==> config.mk <==
export PLATFORM = sky130hd
export DESIGN_NAME = modbus_sensor_poll_engine_unit_flat
export DESIGN_NICKNAME = d
export VERILOG_FILES = /design/src/rtl/core/msp_pkg.sv /design/src/rtl/core/msp_if.sv /design/src/rtl/core/modbus_sensor_poll_engine_unit.sv /design/src/rtl/core/msp_front.sv /design/src/rtl/core/msp_fifo.sv /design/src/rtl/core/msp_back.sv /design/src/flat_wrapper.sv
export SDC_FILE = /design/constraint.sdc
export NUM_CORES = 1
export LEC_CHECK = 0
export BUFFER_PORTS_ARGS = -buffer_cell sky130_fd_sc_hd__buf_2
export CORE_ASPECT_RATIO = 0.75
export CORE_MARGIN = 2
export CORE_UTILIZATION = 30
export DETAILED_ROUTE_END_ITERATION = 6
export MAX_ROUTING_LAYER = met4
export PLACE_DENSITY_LB_ADDON = 0.12
export REMOVE_ABC_BUFFERS = 1
export SYNTH_ARGS = -nofsm -noshare
export SYNTH_HDL_FRONTEND = slang
export SYNTH_SLANG_ARGS = --single-unit
==> constraint.sdc <==
create_clock -name clk -period 13.95 [get_ports clk]
set_input_delay 1.395 -clock clk [delete_from_list [all_inputs] [get_ports clk]]
set_output_delay 1.395 -clock clk [all_outputs]
set_load 0.05 [all_outputs]
==> src/rtl/core/msp_pkg.sv <==
// ----------------------------------------------------------------------------
// msp_pkg
// Shared codes, constants, types and helpers of the sensor poll engine.
// ----------------------------------------------------------------------------
package msp_pkg;

  typedef enum logic [1:0] {
    ACT_START = 2'd0,
    ACT_BYTE  = 2'd1,
    ACT_END   = 2'd2
  } action_t;

  typedef enum logic [1:0] {
    ST_OK     = 2'd0,
    ST_SHORT  = 2'd1,
    ST_HEADER = 2'd2
  } status_t;

  localparam logic KIND_TX     = 1'b0;
  localparam logic KIND_REPORT = 1'b1;

  localparam int RX_BUFFER_BYTES_DEF = 32;
  localparam int QUEUE_DEPTH_DEF     = 2;

  localparam logic [7:0] FUNC_READ_HOLD = 8'h03;
  localparam logic [7:0] REG_ADDR_HI    = 8'h00;
  localparam logic [7:0] REG_ADDR_LO    = 8'h63;
  localparam logic [7:0] REG_COUNT_HI   = 8'h00;
  localparam logic [7:0] REG_COUNT_LO   = 8'h01;
  localparam logic [7:0] RSP_BYTE_COUNT = 8'h02;

  localparam logic [15:0] CRC_INIT = 16'hFFFF;
  localparam logic [15:0] CRC_POLY = 16'hA001;

  localparam int HEADER_BYTES       = 5;
  localparam int HEADER_IDX_W       = 3;
  localparam int MIN_RESPONSE_BYTES = 7;

  // frame positions
  localparam int FRAME_IDX_W = 3;
  localparam logic [FRAME_IDX_W-1:0] FR_ADDR     = 3'd0;
  localparam logic [FRAME_IDX_W-1:0] FR_FUNC     = 3'd1;
  localparam logic [FRAME_IDX_W-1:0] FR_REG_HI   = 3'd2;
  localparam logic [FRAME_IDX_W-1:0] FR_REG_LO   = 3'd3;
  localparam logic [FRAME_IDX_W-1:0] FR_CNT_HI   = 3'd4;
  localparam logic [FRAME_IDX_W-1:0] FR_CNT_LO   = 3'd5;
  localparam logic [FRAME_IDX_W-1:0] FR_CRC_LO   = 3'd6;
  localparam logic [FRAME_IDX_W-1:0] FR_CRC_HI   = 3'd7;

  localparam int LEVEL_BOUNDS = 18;
  localparam logic [4:0] LEVEL_MAX = 5'd17;
  localparam logic [15:0] LEVEL_UPPER [LEVEL_BOUNDS] = '{
    16'd200,   16'd1500,  16'd3300,  16'd5400,  16'd7900,  16'd10700,
    16'd13800, 16'd17100, 16'd20700, 16'd24400, 16'd28400, 16'd32600,
    16'd36900, 16'd41400, 16'd46100, 16'd50900, 16'd56000, 16'd61200
  };

  // Work queued from the front to the back
  typedef struct packed {
    logic        report;
    status_t     status;
    logic [15:0] speed;
  } cmd_t;

  function automatic logic [15:0] crc_feed(input logic [15:0] crc, input logic [7:0] b);
    logic [15:0] c;
    c = crc ^ {8'h00, b};
    for (int k = 0; k < 8; k++) begin
      c = c[0] ? ((c >> 1) ^ CRC_POLY) : (c >> 1);
    end
    return c;
  endfunction

  function automatic logic [4:0] speed_level(input logic [15:0] speed);
    logic [4:0] n;
    n = 5'd0;
    for (int k = 0; k < LEVEL_BOUNDS; k++) begin
      if (LEVEL_UPPER[k] < speed) begin
        n = n + 5'd1;
      end
    end
    return (n > LEVEL_MAX) ? LEVEL_MAX : n;
  endfunction

endpackage

==> src/rtl/core/msp_if.sv <==
// ----------------------------------------------------------------------------
// msp_if
// Valid/ready channels of the sensor poll engine: item in, result out.
// ----------------------------------------------------------------------------
interface msp_in_if;
  logic       valid;
  logic       ready;
  logic [1:0] action;
  logic [7:0] rx_byte;

  modport source (output valid, action, rx_byte, input ready);
  modport sink   (input valid, action, rx_byte, output ready);
endinterface

interface msp_out_if;
  logic        valid;
  logic        ready;
  logic        kind;
  logic [7:0]  tx_byte;
  logic        last;
  logic [1:0]  status;
  logic [15:0] speed_raw;
  logic [4:0]  beaufort_level;

  modport source (output valid, kind, tx_byte, last, status, speed_raw, beaufort_level,
                  input ready);
  modport sink   (input valid, kind, tx_byte, last, status, speed_raw, beaufort_level,
                  output ready);
endinterface

==> src/rtl/core/modbus_sensor_poll_engine_unit.sv <==
// ----------------------------------------------------------------------------
// modbus_sensor_poll_engine_unit
// Modbus RTU master polling one wind sensor holding register.
// An accepted start or end item is written into the command queue; the back
// end then takes it from there and registers its first result word.
// Throughput: one item per cycle while the command queue has room; a start
// poll yields eight frame bytes, an end of response one report, a byte none.
// The command queue between front and back sets how far items run ahead.
// Reset: synchronous; clears byte count, queue and output; address reads 1.
// ----------------------------------------------------------------------------
module modbus_sensor_poll_engine_unit
  import msp_pkg::*;
#(
  parameter int RX_BUFFER_BYTES = RX_BUFFER_BYTES_DEF,
  parameter int QUEUE_DEPTH     = QUEUE_DEPTH_DEF
) (
  input  logic       clk,
  input  logic       rst,
  input  logic       cfg_wr_en,
  input  logic [7:0] cfg_wr_data,
  msp_in_if.sink     item,
  msp_out_if.source  result
);

  logic [7:0] device_address;
  logic       push_valid;
  logic       push_ready;
  cmd_t       push_cmd;
  logic       cmd_valid;
  logic       cmd_ready;
  cmd_t       cmd;

  always_ff @(posedge clk) begin
    if (rst) begin
      device_address <= 8'd1;
    end else if (cfg_wr_en) begin
      device_address <= cfg_wr_data;
    end
  end

  msp_front #(
    .RX_BUFFER_BYTES (RX_BUFFER_BYTES)
  ) u_front (
    .clk            (clk),
    .rst            (rst),
    .item           (item),
    .device_address (device_address),
    .push_valid     (push_valid),
    .push_ready     (push_ready),
    .push_cmd       (push_cmd)
  );

  msp_fifo #(
    .DEPTH (QUEUE_DEPTH)
  ) u_fifo (
    .clk       (clk),
    .rst       (rst),
    .in_valid  (push_valid),
    .in_ready  (push_ready),
    .in_data   (push_cmd),
    .out_valid (cmd_valid),
    .out_ready (cmd_ready),
    .out_data  (cmd)
  );

  msp_back u_back (
    .clk            (clk),
    .rst            (rst),
    .device_address (device_address),
    .cmd_valid      (cmd_valid),
    .cmd_ready      (cmd_ready),
    .cmd            (cmd),
    .result         (result)
  );

endmodule

==> src/rtl/core/msp_front.sv <==
// ----------------------------------------------------------------------------
// msp_front
// Accepts items, counts received bytes and keeps the first five, classifies the
// response and queues frame and report work for the back end.
// ----------------------------------------------------------------------------
module msp_front
  import msp_pkg::*;
#(
  parameter int RX_BUFFER_BYTES = RX_BUFFER_BYTES_DEF
) (
  input  logic       clk,
  input  logic       rst,
  msp_in_if.sink     item,
  input  logic [7:0] device_address,
  output logic       push_valid,
  input  logic       push_ready,
  output cmd_t       push_cmd
);

  localparam int CNT_W = $clog2(RX_BUFFER_BYTES + 1);

  logic [CNT_W-1:0] rx_count;
  logic [7:0]       rx_header [HEADER_BYTES];
  logic             accept;
  action_t          act;

  assign act        = action_t'(item.action);
  assign item.ready = push_ready;
  assign accept     = item.valid && item.ready;
  assign push_valid = accept && (act == ACT_START || act == ACT_END);

  always_comb begin
    push_cmd        = '0;
    push_cmd.report = (act == ACT_END);
    push_cmd.status = ST_OK;
    if (act == ACT_END) begin
      if (rx_count < CNT_W'(MIN_RESPONSE_BYTES)) begin
        push_cmd.status = ST_SHORT;
      end else if (rx_header[0] != device_address || rx_header[1] != FUNC_READ_HOLD ||
                   rx_header[2] != RSP_BYTE_COUNT) begin
        push_cmd.status = ST_HEADER;
      end else begin
        push_cmd.speed = {rx_header[3], rx_header[4]};
      end
    end
  end

  always_ff @(posedge clk) begin
    if (rst) begin
      rx_count <= '0;
    end else if (accept) begin
      case (act)
        ACT_START, ACT_END: rx_count <= '0;
        ACT_BYTE: begin
          // saturate at the buffer size
          if (rx_count < CNT_W'(RX_BUFFER_BYTES)) begin
            rx_count <= rx_count + CNT_W'(1);
          end
        end
        default: ;
      endcase
    end
  end

  always_ff @(posedge clk) begin
    if (accept && act == ACT_BYTE && rx_count < CNT_W'(HEADER_BYTES)) begin
      rx_header[rx_count[HEADER_IDX_W-1:0]] <= item.rx_byte;
    end
  end

endmodule

==> src/rtl/core/msp_fifo.sv <==
// ----------------------------------------------------------------------------
// msp_fifo
// Short command queue between the front and back ends.
// ----------------------------------------------------------------------------
module msp_fifo
  import msp_pkg::*;
#(
  parameter int DEPTH = QUEUE_DEPTH_DEF
) (
  input  logic clk,
  input  logic rst,
  input  logic in_valid,
  output logic in_ready,
  input  cmd_t in_data,
  output logic out_valid,
  input  logic out_ready,
  output cmd_t out_data
);

  localparam int PTR_W = (DEPTH > 1) ? $clog2(DEPTH) : 1;
  localparam int CNT_W = $clog2(DEPTH + 1);

  cmd_t             entries [DEPTH];
  logic [PTR_W-1:0] wr_ptr;
  logic [PTR_W-1:0] rd_ptr;
  logic [CNT_W-1:0] count;
  logic             push;
  logic             pop;

  assign in_ready  = (count != CNT_W'(DEPTH));
  assign out_valid = (count != '0);
  assign out_data  = entries[rd_ptr];
  assign push      = in_valid && in_ready;
  assign pop       = out_valid && out_ready;

  always_ff @(posedge clk) begin
    if (rst) begin
      wr_ptr <= '0;
      rd_ptr <= '0;
      count  <= '0;
    end else begin
      if (push) begin
        wr_ptr <= (wr_ptr == PTR_W'(DEPTH - 1)) ? '0 : wr_ptr + PTR_W'(1);
      end
      if (pop) begin
        rd_ptr <= (rd_ptr == PTR_W'(DEPTH - 1)) ? '0 : rd_ptr + PTR_W'(1);
      end
      if (push && !pop) begin
        count <= count + CNT_W'(1);
      end else if (pop && !push) begin
        count <= count - CNT_W'(1);
      end
    end
  end

  always_ff @(posedge clk) begin
    if (push) begin
      entries[wr_ptr] <= in_data;
    end
  end

endmodule

==> src/rtl/core/msp_back.sv <==
// ----------------------------------------------------------------------------
// msp_back
// Expands queued work into request frame bytes with a running CRC, or into
// one reading report, through a registered output stage.
// ----------------------------------------------------------------------------
module msp_back
  import msp_pkg::*;
(
  input  logic       clk,
  input  logic       rst,
  input  logic [7:0] device_address,
  input  logic       cmd_valid,
  output logic       cmd_ready,
  input  cmd_t       cmd,
  msp_out_if.source  result
);

  logic                   load;
  logic                   busy;
  logic [FRAME_IDX_W-1:0] idx;
  logic [15:0]            crc;
  logic [7:0]             frame_byte;

  logic        out_valid;
  logic        out_kind;
  logic [7:0]  out_tx_byte;
  logic        out_last;
  logic [1:0]  out_status;
  logic [15:0] out_speed;
  logic [4:0]  out_level;

  assign load      = !out_valid || result.ready;
  assign cmd_ready = load && !busy;

  always_comb begin
    case (idx)
      FR_ADDR:   frame_byte = device_address;
      FR_FUNC:   frame_byte = FUNC_READ_HOLD;
      FR_REG_HI: frame_byte = REG_ADDR_HI;
      FR_REG_LO: frame_byte = REG_ADDR_LO;
      FR_CNT_HI: frame_byte = REG_COUNT_HI;
      FR_CNT_LO: frame_byte = REG_COUNT_LO;
      FR_CRC_LO: frame_byte = crc[7:0];
      FR_CRC_HI: frame_byte = crc[15:8];
      default:   frame_byte = device_address;
    endcase
  end

  always_ff @(posedge clk) begin
    if (rst) begin
      out_valid <= 1'b0;
      busy      <= 1'b0;
      idx       <= '0;
    end else if (load) begin
      if (busy) begin
        out_valid <= 1'b1;
        idx       <= idx + FRAME_IDX_W'(1);
        if (idx == FR_CRC_HI) begin
          busy <= 1'b0;
        end
      end else if (cmd_valid) begin
        out_valid <= 1'b1;
        if (!cmd.report) begin
          busy <= 1'b1;
          idx  <= FR_FUNC;
        end
      end else begin
        out_valid <= 1'b0;
      end
    end
  end

  always_ff @(posedge clk) begin
    if (load) begin
      if (busy) begin
        out_kind    <= KIND_TX;
        out_tx_byte <= frame_byte;
        out_last    <= (idx == FR_CRC_HI);
        out_status  <= ST_OK;
        out_speed   <= '0;
        out_level   <= '0;
        // the CRC covers the six header bytes only
        if (idx < FR_CRC_LO) begin
          crc <= crc_feed(crc, frame_byte);
        end
      end else if (cmd_valid) begin
        if (cmd.report) begin
          out_kind    <= KIND_REPORT;
          out_tx_byte <= '0;
          out_last    <= 1'b1;
          out_status  <= cmd.status;
          out_speed   <= cmd.speed;
          out_level   <= (cmd.status == ST_OK) ? speed_level(cmd.speed) : 5'd0;
        end else begin
          out_kind    <= KIND_TX;
          out_tx_byte <= device_address;
          out_last    <= 1'b0;
          out_status  <= ST_OK;
          out_speed   <= '0;
          out_level   <= '0;
          crc         <= crc_feed(CRC_INIT, device_address);
        end
      end
    end
  end

  assign result.valid          = out_valid;
  assign result.kind           = out_kind;
  assign result.tx_byte        = out_tx_byte;
  assign result.last           = out_last;
  assign result.status         = out_status;
  assign result.speed_raw      = out_speed;
  assign result.beaufort_level = out_level;

endmodule
==> src/flat_wrapper.sv <==
// flat-port wrapper written by rule: the top's interface ports become plain ports
module modbus_sensor_poll_engine_unit_flat import msp_pkg::*;
#(
  parameter int RX_BUFFER_BYTES = RX_BUFFER_BYTES_DEF,
  parameter int QUEUE_DEPTH     = QUEUE_DEPTH_DEF
)
  (clk, rst, cfg_wr_en, cfg_wr_data, item_valid, item_action, item_rx_byte, item_ready, result_valid, result_kind, result_tx_byte, result_last, result_status, result_speed_raw, result_beaufort_level, result_ready);
  msp_in_if item_i ();
  msp_out_if result_i ();
  input  logic clk;
  input  logic rst;
  input  logic cfg_wr_en;
  input  logic [7:0] cfg_wr_data;
  input wire logic [$bits(item_i.valid)-1:0] item_valid;
  input wire logic [$bits(item_i.action)-1:0] item_action;
  input wire logic [$bits(item_i.rx_byte)-1:0] item_rx_byte;
  output wire logic [$bits(item_i.ready)-1:0] item_ready;
  output wire logic [$bits(result_i.valid)-1:0] result_valid;
  output wire logic [$bits(result_i.kind)-1:0] result_kind;
  output wire logic [$bits(result_i.tx_byte)-1:0] result_tx_byte;
  output wire logic [$bits(result_i.last)-1:0] result_last;
  output wire logic [$bits(result_i.status)-1:0] result_status;
  output wire logic [$bits(result_i.speed_raw)-1:0] result_speed_raw;
  output wire logic [$bits(result_i.beaufort_level)-1:0] result_beaufort_level;
  input wire logic [$bits(result_i.ready)-1:0] result_ready;
  assign item_i.valid = item_valid;
  assign item_i.action = item_action;
  assign item_i.rx_byte = item_rx_byte;
  assign item_ready = item_i.ready;
  assign result_valid = result_i.valid;
  assign result_kind = result_i.kind;
  assign result_tx_byte = result_i.tx_byte;
  assign result_last = result_i.last;
  assign result_status = result_i.status;
  assign result_speed_raw = result_i.speed_raw;
  assign result_beaufort_level = result_i.beaufort_level;
  assign result_i.ready = result_ready;
  modbus_sensor_poll_engine_unit #(.RX_BUFFER_BYTES(RX_BUFFER_BYTES), .QUEUE_DEPTH(QUEUE_DEPTH)) u_core (.clk(clk), .rst(rst), .cfg_wr_en(cfg_wr_en), .cfg_wr_data(cfg_wr_data), .item(item_i), .result(result_i));
endmodule
==> run_results.csv <==
group,metric,value,unit
routing,vias_per_cell,4.97,
timing,fmax,82.7,MHz
timing,rsz0062_at_grt,"no",
setup_path,cp_common_cell,"ha_1",
cells_and_area,diodes,0,
worst_hold_path,min_path_type,"reg -> reg",
setup_path,r2r_slack,1850,ps
synthesis,postSynthAreaPerCell,10.6,um2
clock_tree,root_buffer,"clkbuf_16",
routing,routedWlPerCell,17.9,um
cells_and_area,fill_cells,3135,
global_routing,grt_pass1_vias,6530,
clock_tree,insertion_delay,430,ps
synthesis,ys_warn_count,0,
global_routing,met1_usage,0.251,
setup_path,slowest_delay,560,ps
timing,final.setup.worst_slack,1850,ps
global_routing,grtUsageMet2,0.196,
setup_path,ff2ff_path_depth,55,
synthesis,synth_cells,901,
timing,relSlewSlack,0.321,
clock_tree,post_cts_resized,0,
die,initial_core_util,0.305,
synthesis,ys_top_cells_by_count,"127 x edfxtp_1, 94 x nor2_1, 80 x nand2_1",
synthesis,yosysMostFrequentCell,"edfxtp_1",
setup_path,critical_path.slowest_cell,"dfxtp_2",
synthesis,synth.largest_area_cell,"edfxtp_1",
timing,whs,519,ps
place,hpwl,18500,um
cells_and_area,area_growth,13.8,%
place,place.gp.congestion,0.855,
routing,route.detailed.drc,0,
synthesis,synthesis.area,9540,um2
synthesis,synth_edf_count,127,
clock_tree,numCtsBuffers,17,
routing,totalWireLength,24600,um
clock_tree,clk_pin_slew,70,ps
routing,vias,6828,
setup_path,critPathMaxFanout,45,
cells_and_area,drive_gt1_frac,0.171,
setup_path,arrival,12280,ps
clock_tree,htreeDepth,4,
routing,drt_iter0_drc,573,
timing,final-hold-violation-count,0,
clock_tree,cts_sinks,151,
synthesis,yosys-top-cells-area,"edfxtp_1 40%, xnor2_1 5.7%, dfxtp_1 5.0%",
die,die_x,210,um
timing,finalSetupViolations,0,
clock_tree,cts.path.max_buffers,2,
synthesis,async_reset_ff_frac,0,
setup_path,startpoint_type,"flop",
timing,slew_viol_final,0,
die,io_pins,58,
global_routing,grtUsageMet3,0.0304,
setup_path,end_kind,"flop",
die,core_area,31300,um2
timing,setup_tns,0,ps
synthesis,synthFlopType,"edfxtp_1",
synthesis,synth-seq-cells,151,
clock_tree,cts-hold-fix-buffers,0,
setup_path,critPathRequiredTime,14130,ps
global_routing,track_usage,0.157,
synthesis,synth_top_area_share,0.400,
global_routing,grt_start_max_net_pins,46,
timing,min_period,12100,ps
setup_path,critPathCapture,"u_core.u_back.result.beaufort_level[3]",
cells_and_area,fin_nets,1004,
synthesis,synth_seq_area_share,0.450,
global_routing,grt-busiest-layer,"met1",
global_routing,grt_overflow,0,
run,drv_cap,0,
synthesis,yosysUniqueCellTypes,104,
setup_path,reg2reg_to,"u_core.u_back.result.beaufort_level[3]",
place,portBuffers,57,
clock_tree,cts_setup_buffers,0,
timing,min_period_over_period,0.867,
die,num_rows,56,
die,die_area,33300,um2
timing,tightest_slew,1000,ps
timing,clock_skew,7.78,ps
global_routing,antenna_found_initial,0,
outcome,status,"completed",
clock_tree,cts_tree,"yes",
die,die_h,158,um
place,place_ws,1980,ps
setup_path,worst-setup-path-type,"reg -> reg",
global_routing,grt_pass1_wl,38600,um
routing,ant_nets,0,
routing,firstDrtPassIters,5,
==> per-layer routing <==
metal / routed length, um / up-vias
met5: 0 / -
met4: 182 / 0
met3: 1200 / 13
met2: 9050 / 138
met1: 14200 / 3240
li1: - / 3437
==> area by class of cell <==
type | instances | area, um2 | share of cell area
tap | 406 | 508 | 0.0468
clock buffer | 17 | 425 | 0.0392
inverter | 28 | 105 | 0.00968
multi-input combinational | 688 | 4980 | 0.459
sequential | 151 | 4300 | 0.395
clock inverter | 15 | 165 | 0.0152
timing repair buffer | 70 | 383 | 0.0352
==> layout by cell type (no fill, tap or decap), types with 6 or more instances in the layout <==
cell       count
clkbuf_16     17
xnor2_1       62
mux2_2         8
nor2_1        94
xor2_1        31
nand2_1       80
nor2b_1        7
ha_1          25
buf_2         57
buf_4         13
and2_1        24
inv_1         28
nor4_1        11
dfxtp_1       23
edfxtp_1     127
a21oi_1       42
a21o_1        10
and3_1         7
nor3_1        17
o21a_1         6
mux2i_1       25
nand2b_1      11
nand3_1       16
o21ai_0       35
a31oi_1        9
nand4_1       11
==> worst min path at each step <==
stage | startpoint | to | cells after the start
2_1_floorplan | u_core.u_fifo.rd_ptr | flop | 2
3_3_place_gp | u_core.u_fifo.rd_ptr | u_core.u_fifo.rd_ptr | 2
3_5_place_dp | u_core.u_fifo.rd_ptr | u_core.u_fifo.rd_ptr | 2
4_1_cts | u_core.u_fifo.rd_ptr | u_core.u_fifo.rd_ptr | 2
5_1_grt | u_core.u_back.crc[9] | u_core.u_back.crc[1] | 1
6_report | u_core.u_fifo.rd_ptr | u_core.u_fifo.rd_ptr | 2
==> worst max-delay path: cells and delay by family, from the launching register on <==
kind | cells | cell delay, ps
flops | 1 | 560
fa+ha+maj | 9 | 2730
simple gates | 8 | 1270
xor+xnor | 7 | 1070
mux | 4 | 1170
buf+inv | 3 | 740
compound gates | 24 | 4270
==> cells by family (layout without fill, tap and decap cells) <==
logic type,count (synthesis),count (layout),synth area share
and+or+nand+nor,321,321,0.169
AOI/OAI and AO/OA,198,198,0.157
DFF,151,151,0.450
xor gates and xnor gates,107,107,0.119
buffers and inverters,62,130,0.0299
muxes,37,37,0.0423
adders and majority gates,25,25,0.0328
==> stage by stage <==
stage                util  area (um2)  std cells
floorplan               -        9360        867
global placement    0.328       10300       1343
detailed placement  0.328       10300       1343
CTS                 0.347       10900       1375
global route        0.347       10900       1375
finish              0.347       10900       1375
==> state kept, by name (all words and copies together), names as in the netlist, named ones only <==
name	count
u_core.u_back.busy	1
u_core.u_back.result.status	2
u_core.u_back.result.speed_raw	16
u_core.u_front.rx_header	40
u_core.device_address	8
u_core.u_back.result.last	1
u_core.u_back.result.tx_byte	8
u_core.u_back.result.beaufort_level	5
u_core.u_back.idx	3
u_core.u_fifo.entries	38
u_core.u_front.rx_count	6
u_core.u_fifo.wr_ptr	1
u_core.u_back.crc	16
u_core.u_back.result.valid	1
u_core.u_back.result.kind	1
u_core.u_fifo.count	2
u_core.u_fifo.rd_ptr	1
Power is left out: the tool's default activity adds up to more than one toggle a clock period on the data nets, which glitch-free logic cannot reach.
